==> src/rtl/pbaw_pkg.sv <==
// Shared constants and saturation helpers for the PID back-calculation core.
// No dependencies; used by the multiplier, divider and top level.
package pbaw_pkg;

  localparam logic signed [31:0] S32_MAX = 32'sh7FFF_FFFF;
  localparam logic signed [31:0] S32_MIN = 32'sh8000_0000;

  // Configuration register indexes
  localparam logic [2:0] REG_GAIN_P         = 3'd0;
  localparam logic [2:0] REG_GAIN_I         = 3'd1;
  localparam logic [2:0] REG_GAIN_D         = 3'd2;
  localparam logic [2:0] REG_GAIN_BACKCALC  = 3'd3;
  localparam logic [2:0] REG_INTEGRAL_BOUND = 3'd4;
  localparam logic [2:0] REG_OUTPUT_BOUND   = 3'd5;
  localparam logic [2:0] REG_ERROR_GATE     = 3'd6;
  localparam logic [2:0] REG_LOOP_ENABLE    = 3'd7;

  // Sign-extend a 32-bit value to the 35-bit working width
  function automatic logic signed [34:0] sx35(input logic signed [31:0] x);
    sx35 = {{3{x[31]}}, x};
  endfunction

  // Saturate a 35-bit signed value to 32 bits
  function automatic logic signed [31:0] sat_s32(input logic signed [34:0] x);
    logic [3:0] top;
    top = x[34:31];
    if ((top == 4'b0000) || (top == 4'b1111)) begin
      sat_s32 = x[31:0];
    end else if (x[34]) begin
      sat_s32 = S32_MIN;
    end else begin
      sat_s32 = S32_MAX;
    end
  endfunction

endpackage

==> src/rtl/pbaw_div.sv <==
// Serial restoring divider for the derivative term: (num * 2^16) / dvs,
// truncated toward zero and saturated to 32 bits. Depends on pbaw_pkg.
module pbaw_div (
  input  logic               clk,
  input  logic               rst_n,
  input  logic               go,
  input  logic signed [31:0] num,
  input  logic [30:0]        dvs,
  output logic               done,
  output logic signed [31:0] quo
);
  import pbaw_pkg::*;

  logic               busy_r;
  logic               fin_r;
  logic               done_r;
  logic [4:0]         cnt_r;
  logic [30:0]        rem_r;
  logic [31:0]        sh_r;
  logic               neg_r;
  logic signed [31:0] quo_r;

  logic [31:0] mag;
  logic        ovf;
  logic [32:0] trial;
  logic [31:0] neg_q;

  // Magnitude of the numerator and early overflow test on its upper half
  always_comb begin
    mag   = num[31] ? (32'd0 - num) : num;
    ovf   = ({15'd0, mag[31:16]} >= dvs);
    trial = {1'b0, rem_r, sh_r[31]} - {2'b00, dvs};
    neg_q = 32'd0 - sh_r;
  end

  // Control: start (or flag done directly on overflow), one quotient bit a cycle, then a finishing step
  always_ff @(posedge clk) begin
    if (!rst_n) begin
      busy_r <= 1'b0;
      fin_r  <= 1'b0;
      done_r <= 1'b0;
      cnt_r  <= 5'd0;
    end else begin
      done_r <= 1'b0;
      fin_r  <= 1'b0;
      if (go) begin
        cnt_r <= 5'd0;
        if (ovf) begin
          done_r <= 1'b1;
        end else begin
          busy_r <= 1'b1;
        end
      end else if (busy_r) begin
        cnt_r <= cnt_r + 5'd1;
        if (cnt_r == 5'd31) begin
          busy_r <= 1'b0;
          fin_r  <= 1'b1;
        end
      end else if (fin_r) begin
        done_r <= 1'b1;
      end
    end
  end

  // Datapath: remainder, shifting dividend/quotient and final saturation
  always_ff @(posedge clk) begin
    if (go) begin
      neg_r <= num[31];
      rem_r <= {15'd0, mag[31:16]};
      sh_r  <= {mag[15:0], 16'd0};
      if (ovf) begin
        quo_r <= num[31] ? S32_MIN : S32_MAX;
      end
    end else if (busy_r) begin
      if (!trial[32]) begin
        rem_r <= trial[30:0];
      end else begin
        rem_r <= {rem_r[29:0], sh_r[31]};
      end
      sh_r <= {sh_r[30:0], !trial[32]};
    end else if (fin_r) begin
      if (neg_r) begin
        quo_r <= (sh_r > 32'h8000_0000) ? S32_MIN : neg_q;
      end else begin
        quo_r <= sh_r[31] ? S32_MAX : sh_r;
      end
    end
  end

  assign done = done_r;
  assign quo  = quo_r;

endmodule

==> config.mk <==
export PLATFORM = sky130hd
export DESIGN_NAME = pbaw_div
export DESIGN_NICKNAME = d
export VERILOG_FILES = /design/src/rtl/pbaw_pkg.sv /design/src/rtl/pbaw_div.sv
export SDC_FILE = /design/constraint.sdc
export NUM_CORES = 1
export LEC_CHECK = 0
export ABC_AREA = 1
export BUFFER_PORTS_ARGS = -buffer_cell sky130_fd_sc_hd__buf_2
export CORE_ASPECT_RATIO = 1.75
export CORE_MARGIN = 3
export CORE_UTILIZATION = 55
export DETAILED_ROUTE_END_ITERATION = 10
export PLACE_DENSITY = 0.78
export SLEW_MARGIN = 20
export SYNTH_ARGS = -nofsm -noshare
export SYNTH_HDL_FRONTEND = slang
export SYNTH_SLANG_ARGS = --single-unit
==> constraint.sdc <==
create_clock -name clk -period 3.7 [get_ports clk]
set_clock_uncertainty 0.05 [all_clocks]
set_input_delay 0.555 -clock clk [delete_from_list [all_inputs] [get_ports clk]]
set_output_delay 0.555 -clock clk [all_outputs]
set_load 0.05 [all_outputs]
Yosys cells after proc, flatten, opt, wreduce, memory -nomap -nowiden
Cells that the tools add are included.
{ "totals": {"out_inout_bits": 33, "register_bits": 104} }
{ "classes": {"muxes": 23, "bitwise_logic": 2, "addsub": 4, "eq_ne": 4, "n_reduce_logical": 6, "magnitude_cmp": 2} }
{ "op_table": {"columns": ["op", "n"], "rows": [
  ["$mux 32", 10],
  ["$sub 1x32->32 const A", 2],
  ["$mux 31", 2],
  ["$sub 32x31->33", 1],
  ["$gt 32x32->1 const B", 1],
  ["$mux 16", 2],
  ["$ge 16x31->1", 1],
  ["$mux 1", 9],
  ["$add 5x1->5 const B", 1],
  ["$eq 5x5->1 const B", 1],
  ["$ne 2x2->1 const B", 2],
  ["$reduce_bool 2->1", 2],
  ["$reduce_and 3->1", 1],
  ["$reduce_or 3->1", 1],
  ["$ne 2x1->1 const B", 1],
  ["$not 1->1", 2],
  ["$reduce_or 2->1", 1],
  ["$logic_not 1->1", 1]
]} }

Longest topological paths before layout
{ "depth": {"depth_word": 6, "mapped_depth": 22, "ltp_nobuf": 22} }

Worst setup path before layout
Ideal clock, no wire load.
{ "synth_path": {"path_type": "input to register", "start": "in num[0]", "end": "reg quo_r[0], in the netlist quo[0] (enable)", "stages": 21, "slack_ns": 0.128, "path_buffers": 0, "arrival_ns": 3.133, "setup_ns": 0.389, "path_cell_list": "inv_1 > ha_1 > nand3_1 > nor2_2 > nand3_1 > nor2_1 > nand2_1 > nand2_1 > nand2_1 > and2_1 > ha_1 > nand2_1 > a21oi_1 > nor2_1 > nand2_1 > nand2_1 > nand2_1 > nand2_1 > nand3_1 > nand2_1 > nand2_1"} }
{ "synth_via": {"elab_chain_cells": 5} }
{ "synth_rtl": {"columns": ["element", "line", "rtl"], "rows": [
  ["start, declared", "pbaw_div.sv:7", "input logic signed [31:0] num,"],
  ["$sub 1x32->32", "pbaw_div.sv:30", "mag = num[31] ? (32'd0 - num) : num;"],
  ["$mux 32", "pbaw_div.sv:30", null],
  ["$ge 16x31->1", "pbaw_div.sv:31", "ovf = ({15'd0, mag[31:16]} >= dvs);"],
  ["$ne 2x1->1 (no source line)", null, null],
  ["$reduce_and 3->1 (no source line)", null, null],
  ["end signal, assigned", "pbaw_div.sv:72", "quo_r <= num[31] ? S32_MIN : S32_MAX;"],
  ["end signal, assigned", "pbaw_div.sv:83", "quo_r <= (sh_r > 32'h8000_0000) ? S32_MIN : neg_q;"],
  ["end signal, assigned", "pbaw_div.sv:85", "quo_r <= sh_r[31] ? S32_MAX : sh_r;"],
  ["end, declared", "pbaw_div.sv:21", "logic signed [31:0] quo_r;"]
]} }
Every way passes these cells.
A chain may end at the register's enable or synchronous reset.

Final worst setup path
{ "layout_path": {"start": "in num[0]", "end": "reg quo_r[30], in the netlist quo[30] (enable)"} }
The elaborated chain is that of the path after synthesis.

==> flow_metrics.tcl <==
set metrics [dict create \
    coreArea_sq_um 16680 \
    yosys-top-cells-count "nand2_1, inv_1, nand3_1" \
    drt_iter0_markers 505 \
    finalSetupTns_ns 0 \
    yosys-top-cells-area "edfxtp_1, nand2_1, inv_1" \
    crit_chain "buf_2 -> inv_1 -> ha_1 -> nand3_1 -> nor2_2 -> nand3_1 -> nand2_1 -> nand2_1 -> xor2_1 -> inv_1 -> ha_1 -> nand2_1 -> nor2_1 -> nand4_1 -> nor3_1 -> nand2_1 -> nand3_1 -> nand2_1 -> nand2_1 -> buf_12" \
    ios 99 \
    ant_nets 0 \
    hold_depth 2 \
    port_buffers 98 \
    p_leak_nw 5.470 \
    period_share_pct 89.87 \
    ir_drop_uv 197.2 \
    synth_warnings 0 \
    cts_resized 0 \
    critPathTopFamily "simple AND/OR/NAND/NOR gates" \
    track_usage_pct 33.44 \
    cts_setup_buffers 0 \
    place_hpwl_um 25340 \
    gp_congestion 1.052 \
    crit_arrival_ns 3.33 \
    path_max_fanout 32 \
    drt-wirelength-per-cell_um 17.45 \
    netlist_instances 1494 \
    die_area_sq_um 18870 \
    cpMaxStageDelayCell "ha_1" \
    cts.reportedPaths.clkPinSlew_ns 0.09 \
    tritoncts "built" \
    hold_class "flop to flop" \
    highest_layer "met4" \
    grt_overflow 0 \
    maxSlewViolCount 0 \
    rows 62 \
    syn_to_final_growth_pct 11.45 \
    cts_buffer_depth 2 \
    path_class "input port to flop" \
    r2r.worst_path.cells 16 \
    tightest_slew_ns 0.7713 \
    place_area_sq_um 10230 \
    grt_setup_unrepaired "false" \
    drive_gt1_share_pct 10.69 \
    crit_start "num[0]" \
    slew_headroom_pct 48.26 \
    die_h_um 179.5 \
    drt-total-wl_um 31660 \
    p_per_area_nw_per_um2 311.3 \
    critPathLaunchType "input port" \
    r2r_slack_ns 0.70 \
    fin_crit_ns 3.325 \
    wl_met3_um 1627 \
    grt_pass1_vias 9935 \
    cp.depth 20 \
    async_reset_ff_share_pct 0 \
    hold_buffers 0 \
    drt-vias-per-instance 5.491 \
    ys_ff_latch 104 \
    synth_edf_count 65 \
    diodes 0 \
    max_stage_delay_ns 0.33 \
    fmax_ghz 0.3007 \
    hold_violations 0 \
    clock_latency_ns 0.36 \
    synth.most_common_cell "nand2_1" \
    hp-start "rem_r[22]" \
    antenna_found_initial 0 \
    vias 9966 \
    cp_common_cell "nand2_1" \
    die_w_um 105.1 \
    yosysSeqAreaShare_pct 28.88 \
    setup_violations 0 \
    synth_top_area_share_pct 20.63 \
    ys.flop_type "edfxtp_1" \
    m1WireLength_um 10480 \
    synth_cell_types 47 \
    crit_path_end_kind "flop" \
    drc 0 \
    netlist.top_cell.by_area "edfxtp_1" \
    clkSinkCount 104 \
    synth_area_sq_um 9462 \
    start_util_pct 56.73 \
    grt_pass1_wl_um 49780 \
    status "completed" \
    nets 1704 \
    dr.pass1.iters 5 \
    htreeDepth 3 \
    reg2reg_from "sh_r[31]" \
    critical_path_required_ns 3.70 \
    numCtsBuffers 9 \
    syn_area_per_cell_sq_um 6.333 \
    post-route-cell-area_sq_um 10550 \
    grt_max_degree 33 \
    cp_num_buf_inv 4 \
    wl_met2_um 16450 \
    cts_root_buffer "clkbuf_16" \
    drv_cap 0 \
    mappedNetlistNets 1612 \
]
-- stage by stage --
stage	instances	hold WS (ns)	total power, mW	setup slack (ns)	util (%)
after floorplan	1494	0.3919	1.968	0.1277	-
after global placement	1799	0.4015	2.241	0.1287	61.31
after detailed placement	1799	0.4143	2.249	0.07036	61.31
after CTS	1815	0.4297	3.282	0.4148	63.23
after global routing	1815	0.4492	3.443	0.05631	63.23
final	1815	0.4249	3.283	0.3748	63.23
-- flip-flops by register name, indices dropped and copies added, names as in the netlist --
signal  count
fin_r       1
rem_r      31
done        1
sh_r       32
cnt_r       5
busy_r      1
neg_r       1
quo        32
-- cells by family after synthesis --
logic type | Yosys count | share of synthesized area, %
buf+inv | 291 | 12.03
xor+xnor | 39 | 3.610
fa+ha+maj | 52 | 6.956
simple gates | 835 | 38.44
flops | 104 | 28.88
compound gates | 173 | 10.08
-- power by group --
group	switching, mW	leakage [nW]	internal, mW	total, mW
clock	0.539	0.154	0.498	1.04
combinational	0.602	4.37	0.309	0.910
sequential	0.0445	0.944	1.29	1.33
total	1.19	5.47	2.10	3.28
-- routing by layer --
layer,vias up,global-route usage [%]
li1,5002,-
met1,4427,33.03
met2,401,61.33
met3,136,3.697
met4,0,27.59
met5,-,0
-- cell usage in the layout, fill, tap and decap left out, types with 3 or more instances in the layout --
| cell type | instances |
|---|---|
| nand3_1 | 126 |
| nand2_1 | 469 |
| nor2_1 | 122 |
| xnor2_1 | 12 |
| xor2_1 | 27 |
| o22ai_1 | 23 |
| edfxtp_1 | 65 |
| buf_4 | 19 |
| inv_2 | 7 |
| dfxtp_1 | 39 |
| ha_1 | 51 |
| nand4_1 | 34 |
| nor3_2 | 3 |
| clkbuf_16 | 9 |
| and2_1 | 3 |
| nor2_2 | 11 |
| o21ai_1 | 5 |
| nor4_1 | 3 |
| a21oi_1 | 102 |
| a21boi_0 | 6 |
| nor3_1 | 25 |
| o21ai_0 | 24 |
| nand3b_1 | 25 |
| buf_2 | 98 |
| inv_1 | 244 |
-- tightest hold or removal path, cell delays in order, from the launching register on --
cell     delay [ns]
dfxtp_1        0.33
nand2_1        0.06
nand2_1        0.04
-- layout make-up --
type	count	area, sq um
Clock buffer	9	225.2
Clock inverter	7	93.84
Fill cell	1657	6133
Inverter	253	949.7
Multi-Input combinational cell	1099	5590
Sequential cell	104	2733
Tap cell	224	280.3
Timing Repair Buffer	119	673.1
-- path summary, 6_finish.rpt --
check                    to
setup reg to reg  rem_r[29]
setup / recovery    quo[30]
hold reg to reg   rem_r[22]
hold / removal    rem_r[22]
Power figures use the tool's default switching activity.
