File: config.mk
export PLATFORM = sky130hd
export DESIGN_NAME = pbaw_mul
export DESIGN_NICKNAME = d
export VERILOG_FILES = /design/src/rtl/pbaw_pkg.sv /design/src/rtl/pbaw_mul.sv
export SDC_FILE = /design/constraint.sdc
export NUM_CORES = 2
export LEC_CHECK = 0
export BUFFER_PORTS_ARGS = -buffer_cell sky130_fd_sc_hd__buf_2
export CORE_UTILIZATION = 55
export CTS_CLUSTER_DIAMETER = 200
export DETAILED_ROUTE_END_ITERATION = 6
export PLACE_DENSITY_LB_ADDON = 0.2
export SLEW_MARGIN = 20
export SYNTH_ARGS = -nofsm -noshare
export SYNTH_HDL_FRONTEND = slang
export SYNTH_SLANG_ARGS = --single-unit
File: constraint.sdc
create_clock -name clk -period 16.1 [get_ports clk]
set_input_delay 1.61 -clock clk [delete_from_list [all_inputs] [get_ports clk]]
set_output_delay 1.61 -clock clk [all_outputs]
set_load 0.02 [all_outputs]
File: src/rtl/pbaw_pkg.sv
// Shared constants and saturation helpers for the PID back-calculation core.
// No dependencies; used by the multiplier, divider and top level.
package pbaw_pkg;

  localparam logic signed [31:0] S32_MAX = 32'sh7FFF_FFFF;
  localparam logic signed [31:0] S32_MIN = 32'sh8000_0000;

  // Configuration register indexes
  localparam logic [2:0] REG_GAIN_P         = 3'd0;
  localparam logic [2:0] REG_GAIN_I         = 3'd1;
  localparam logic [2:0] REG_GAIN_D         = 3'd2;
  localparam logic [2:0] REG_GAIN_BACKCALC  = 3'd3;
  localparam logic [2:0] REG_INTEGRAL_BOUND = 3'd4;
  localparam logic [2:0] REG_OUTPUT_BOUND   = 3'd5;
  localparam logic [2:0] REG_ERROR_GATE     = 3'd6;
  localparam logic [2:0] REG_LOOP_ENABLE    = 3'd7;

  // Sign-extend a 32-bit value to the 35-bit working width
  function automatic logic signed [34:0] sx35(input logic signed [31:0] x);
    sx35 = {{3{x[31]}}, x};
  endfunction

  // Saturate a 35-bit signed value to 32 bits
  function automatic logic signed [31:0] sat_s32(input logic signed [34:0] x);
    logic [3:0] top;
    top = x[34:31];
    if ((top == 4'b0000) || (top == 4'b1111)) begin
      sat_s32 = x[31:0];
    end else if (x[34]) begin
      sat_s32 = S32_MIN;
    end else begin
      sat_s32 = S32_MAX;
    end
  endfunction

endpackage

File: src/rtl/pbaw_mul.sv
// Shared Q16.16 multiplier: registered 32x32 product, then floor shift and saturate.
// Depends on pbaw_pkg. The product and then the scaled result are each registered.
module pbaw_mul (
  input  logic               clk,
  input  logic               rst_n,
  input  logic               go,
  input  logic signed [31:0] a,
  input  logic signed [31:0] b,
  output logic               done,
  output logic signed [31:0] res
);
  import pbaw_pkg::*;

  logic signed [63:0] prod_r;
  logic               stage_r;
  logic               done_r;
  logic signed [31:0] res_r;
  logic signed [31:0] res_nxt;
  logic [16:0]        hi;

  // Floor shift by 16 is a plain bit-select; saturate when the top bits disagree
  always_comb begin
    hi = prod_r[63:47];
    if ((&hi) || !(|hi)) begin
      res_nxt = prod_r[47:16];
    end else if (prod_r[63]) begin
      res_nxt = S32_MIN;
    end else begin
      res_nxt = S32_MAX;
    end
  end

  // Hold the product, then the scaled result
  always_ff @(posedge clk) begin
    prod_r <= a * b;
    res_r  <= res_nxt;
  end

  // Track the two-stage valid
  always_ff @(posedge clk) begin
    if (!rst_n) begin
      stage_r <= 1'b0;
      done_r  <= 1'b0;
    end else begin
      stage_r <= go;
      done_r  <= stage_r;
    end
  end

  assign done = done_r;
  assign res  = res_r;

endmodule

* Yosys cells after proc, flatten, opt, wreduce, memory -nomap -nowiden
Cells that the tools add are included.
** Storage, ports and cells
- Flip-flop bits (word level) :: 98
- Input port bits :: 67
- Output and inout port bits :: 33
- Word-level logic and storage cells :: 11
** Cells by class
- Multipliers :: 1
- Mux-type cells :: 2
- Reduce and logical (&&, ||, !) cells :: 4
** Operators with widths (number)
- 32-bit by 32-bit multiplier with 64-bit output :: 1
- 32-bit two-way mux :: 2
- 17-bit AND reduction :: 1
- 17-bit OR reduction :: 1
- 1-bit zero test :: 1
- 1-bit logical OR :: 1

* Logic depth before layout (Yosys ltp)
- Depth after elaboration :: 4
- Depth in mapped cells :: 28
- Gate-level depth less buffers :: 26

* Worst setup path after synthesis
Ideal clock, no wire load.
- Path type :: input to register
- Start :: input b[2]
- End :: register prod_r[62]
- Setup time :: 0.123 ns
- Arrival time :: 8.581 ns
- Required time :: 15.977 ns
- Setup slack :: 7.395 ns
- Stages :: 24
- Buffers on the path :: 1
- Path through :: clkbuf_1 > nand2_1 > inv_1 > fa_1 > fa_1 > fa_1 > fa_1 > inv_1 > fa_1 > inv_1 > fa_1 > inv_1 > fa_1 > inv_1 > fa_1 > ha_1 > nor2b_1 > o21ai_0 > nand2b_1 > a22oi_1 > o41ai_4 > a221oi_4 > o21bai_1 > xor2_1
** Between the ends
- Word-level cells in the longest chain between the ends :: 1
** Ends and longest elaborated chain
- start: declaration :: line pbaw_mul.sv:8 : input logic signed [31:0] b,
- 32-bit by 32-bit multiplier with 64-bit output :: line pbaw_mul.sv:35 : prod_r <= a * b;
- end signal: assignment :: line pbaw_mul.sv:35
- end: declaration :: line pbaw_mul.sv:14 : logic signed [63:0] prod_r;
No other way between the ends.
A chain may end at the register's enable or synchronous reset.

* Worst setup path after layout
- Start :: input a[31]
- End :: register prod_r[62]
** Between the ends
- Word-level cells in the longest chain between the ends :: 1
** Ends and longest elaborated chain
- start: declaration :: line pbaw_mul.sv:7 : input logic signed [31:0] a,
- 32-bit by 32-bit multiplier with 64-bit output :: line pbaw_mul.sv:35
No other way between the ends.

==> results by stage <==
Outcome:
- The run finished with clean final reports.

Floorplanning:
- Measured along the x axis, the die boundary spans around 260 um.
- The initialized floorplan defines between 90 and 100 standard-cell rows.
- The floorplan die height is approximately 260 um.
- The area of the die is slightly below 0.07 sq mm.
- The initial core utilization is 0.558.
- 100 I/O pins were placed.
- The total area inside the core boundary comes to between 0.06 and 0.07 sq mm.

CTS:
- The number of setup buffers added after CTS is 0.
- After clock tree synthesis, the clock-pin slew on the worst setup and hold paths is 0.07 ns.
- The CTS sink count is 82.
- The number of H-tree levels is 3.
- The cell chosen for the clock root is clkbuf_16.
- TritonCTS built the clock tree.
- The later pin in the worst-skew pair is clocked with a latency of between 0.3 and 0.4 ns.
- In this run, post-CTS hold repair placed 0 buffers.
- In this run, CTS created clock tree buffers numbering 9.
- Once the clock tree was built, the resizer swapped 0 gates to a different size.
- The maximum clock insertion buffer count is 2.

Yosys:
- The cell with the most instances after synthesis is fa_1.
- The number of storage elements in the synthesis netlist is 82.
- Summed over all instances, the cell type with the most area after synthesis is fa_1.
- The area fraction of the dominant cell type after synthesis is 0.574.
- Counting instances in the post-synthesis netlist gives the leading cell types as 1081 x fa_1, 963 x inv_1, 513 x and2_1.
- The number of synthesis warnings is 0.
- The synthesized netlist net count is about 5300.
- Yosys mapped a number of flops with a built-in enable equal to 0.
- Yosys attributes the largest share of cell area to fa_1 57%, inv_1 9.6%, and2_1 8.5%.
- The portion of the post-synthesis area used by sequential elements is 0.0436.
- The synthesized netlist occupies a cell area of ~0.038 sq mm.
- The synthesized netlist contains 61 unique library cells.
- The number of instances in the synthesized netlist is between 3000 and 4000.
- In the synthesized netlist the dominant register cell turns out to be dfxtp_1.
- Counting flops with an async set or reset pin after synthesis yields a share of 0.
- The average size of a mapped cell is between 9 and 10 sq um.

Final layout:
- From synthesis to final layout, the design area changed by 3.35%.
- The finished cells cover between 0.03 and 0.04 sq mm.
- The share of the core filled with cells in the final layout is 0.577.
- The non-filler instance count after layout is about 4700.
- Fill cells in the final layout number a little over 6000.
- After the last flow step, the layout net total stands at just over 5000.
- The area occupied by registers is between 0.0015 and 0.002 sq mm.
- The multi-input combinational cells in the finished layout cover a total of about 0.032 sq mm.
- The fraction of layout instances using a drive strength above 1 is 0.0387.

Setup path:
- The worst reg2reg path endpoint is res[8]$_DFF_P_.
- The setup slack on the worst flop-to-flop path is between 10 and 15 ns.
- STA classifies the critical path startpoint as an input pin.
- The worst reg-to-reg path cell count is 3.
- The critical path contains buffers and inverters numbering 4 combined.
- For the worst setup path, the data required time is between 15 and 20 ns.
- The highest fanout seen on the critical path is 32.
- The kind of cell with the highest combined delay on the critical path is adder cells.
- The critical path goes through buf_2 > nand2_1 > inv_1 > fa_1 > fa_1 > fa_1 > fa_1 > inv_1 > fa_1 > inv_1 > fa_1 > fa_1 > fa_1 > ha_1 > a21oi_1 > nor2b_1 > o21ai_0 > nand2b_1 > a22oi_1 > o41ai_4 > a221oi_4 > o21bai_1 > xor2_1.
- The cell type of the slowest stage on the worst timing path is fa_1.
- The cell repeated most along the worst path is fa_1.
- In this design, the stage delay of the slowest critical-path cell is 1.02 ns.
- The classification of the worst setup path is input pin to flip-flop.
- The startpoint of the most critical register-to-register path is prod_r[57]$_DFF_P_.
- The kind of end point of the critical path is a flip-flop.
- At the worst endpoint, the arrival time is roughly 10 ns.

Place:
- The post-place instance area is about 0.039 sq mm.
- The placer's final routability congestion estimate is around 0.93.
- Buffers placed on the I/O ports in this run total a little under 100.
- The number of placed cells counting well taps is ~4700.
- The HPWL after detailed placement is approximately 78 mm.

Detailed routing:
- The via count is about 26000.
- The final routed DRC violation total is 0.
- The mean routed wirelength per cell is approximately 21 um.
- The initial detailed-routing violation count is 1431.
- The final layout contains routed wiring with a total length of just under 100 mm.
- The first detailed-routing pass ran for 7 iterations.
- In this run the remaining antenna-violating nets after routing total 0.
- The via count normalized by instance count is about 5.5.

Global routing:
- The global-route wire length before repair is approximately 160 mm.
- The overall global routing resource usage is 0.308.
- The largest net degree at the start of global routing is 33.
- For this run the aggregate overflow at the end of global routing stands at 0.
- The number of antenna violations at the first check in global routing is 3.
- The number of global-route vias before repair was just under 30000.

Worst hold path:
- The worst hold path belongs to the class flip-flop to flip-flop.
- The end point of the worst hold path is res[17]$_DFF_P_.
- The worst hold path begins at prod_r[33]$_DFF_P_.
- The number of cells traversed by the worst hold path is 1.

Timing:
- The max-slew headroom at the worst pin is 0.296.
- The slew of the pin with the lowest slew margin is between 1 and 1.5 ns.
- The number of hold violations in the final report is 0.
- The max-slew violation count is 0.
- The peak clock frequency supported by timing is around 110 MHz.
- Setup repair after global routing left no endpoint under its margin.
- The routed design could run at a clock period as short as 9.49 ns.
- The count of endpoints failing setup in the final report is 0.
- Setup total negative slack on the finished layout was measured at 0 ns.
- For the final database, setup skew stands at 0.0102 ns.
- In the finished design, the share of the clock period the worst path needs comes to 0.589.

Job:
- The total of max-cap violations is 0.
-- state kept, by name, indices dropped and copies added, names as in the netlist --
name     count
res         32
prod_r      48
stage_r      1
done         1
-- cell families (layout without fill, tap and decap cells) --
kind of cell / after synthesis / count (layout) / synth area share
xor gates and xnor gates: 58 / 58 / 0.0135
adders and majority gates: 1261 / 1261 / 0.634
AOI/OAI and AO/OA: 203 / 203 / 0.0380
buffers and inverters: 1175 / 1097 / 0.117
DFF: 82 / 82 / 0.0436
other: 0 / 3 / 0
and+or+nand+nor: 1149 / 1149 / 0.154
-- worst register-to-register path, cell delays in order, from the launching register on --
cell and delay [ns]:
dfxtp_1 0.31, nor4_1 0.49, a41oi_4 0.55, a21o_1 0.36
-- placed cells by master (no fill, tap or decap), types with 2 or more instances in the layout --
| cell | instances |
|---|---|
| a41oi_1 | 2 |
| buf_2 | 99 |
| nor4_1 | 6 |
| fa_1 | 1081 |
| clkbuf_16 | 9 |
| nand3_1 | 12 |
| and2_1 | 513 |
| o211ai_1 | 3 |
| nand4b_1 | 2 |
| nor3_1 | 7 |
| xnor2_1 | 40 |
| and3_2 | 2 |
| or4_1 | 3 |
| diode_2 | 3 |
| nand4_1 | 17 |
| nor2b_1 | 7 |
| a21oi_1 | 55 |
| o21ai_0 | 26 |
| ha_1 | 180 |
| nor2_1 | 52 |
| a21o_1 | 56 |
| o21bai_1 | 12 |
| nand2b_1 | 12 |
| xor2_1 | 18 |
| clkinvlp_4 | 2 |
| inv_1 | 963 |
| nand2_1 | 508 |
| buf_4 | 19 |
| o31a_1 | 4 |
| o21a_1 | 9 |
| dfxtp_1 | 82 |
| a31oi_1 | 4 |
| and3_1 | 4 |
| inv_6 | 2 |
| a211oi_1 | 7 |
-- worst max path at each step --
stage | startpoint | end | slack, ns | depth (start not counted)
2_1_floorplan | b[2] | prod_r[62]$_DFF_P_ | 7.40 | 24
3_3_place_gp | a[31] | prod_r[62]$_DFF_P_ | 6.29 | 26
3_5_place_dp | a[31] | prod_r[62]$_DFF_P_ | 6.24 | 25
4_1_cts | a[31] | prod_r[62]$_DFF_P_ | 6.61 | 23
5_1_grt | a[31] | prod_r[63]$_DFF_P_ | 6.08 | 25
6_report | a[31] | prod_r[62]$_DFF_P_ | 6.61 | 23
-- final cells by class --
cell class,count,area share
multi-input cells,2671,0.813
clock inverters,6,0.00190
well taps,873,0.0280
inverters,963,0.0928
repair buffers,118,0.0164
clock buffers,10,0.00588
flip-flops and latches,82,0.0422
diodes,3,0.000193
-- layer usage --
layer | global-route usage | part of all wire
met5 | 0 | 0.00019
met4 | 0.176 | 0.070
met3 | 0.0325 | 0.045
met2 | 0.554 | 0.52
met1 | 0.358 | 0.37
-- per-stage QoR --
stage	setup WS, ns	hold slack, ns
final	6.61	0.427
after global placement	6.29	0.409
after CTS	6.61	0.430
after floorplan	7.40	0.403
after global routing	6.08	0.442
after detailed placement	6.24	0.413
Power is not shown: default switching activity piles up to over one toggle a cycle in this logic, so the estimate is an artifact.
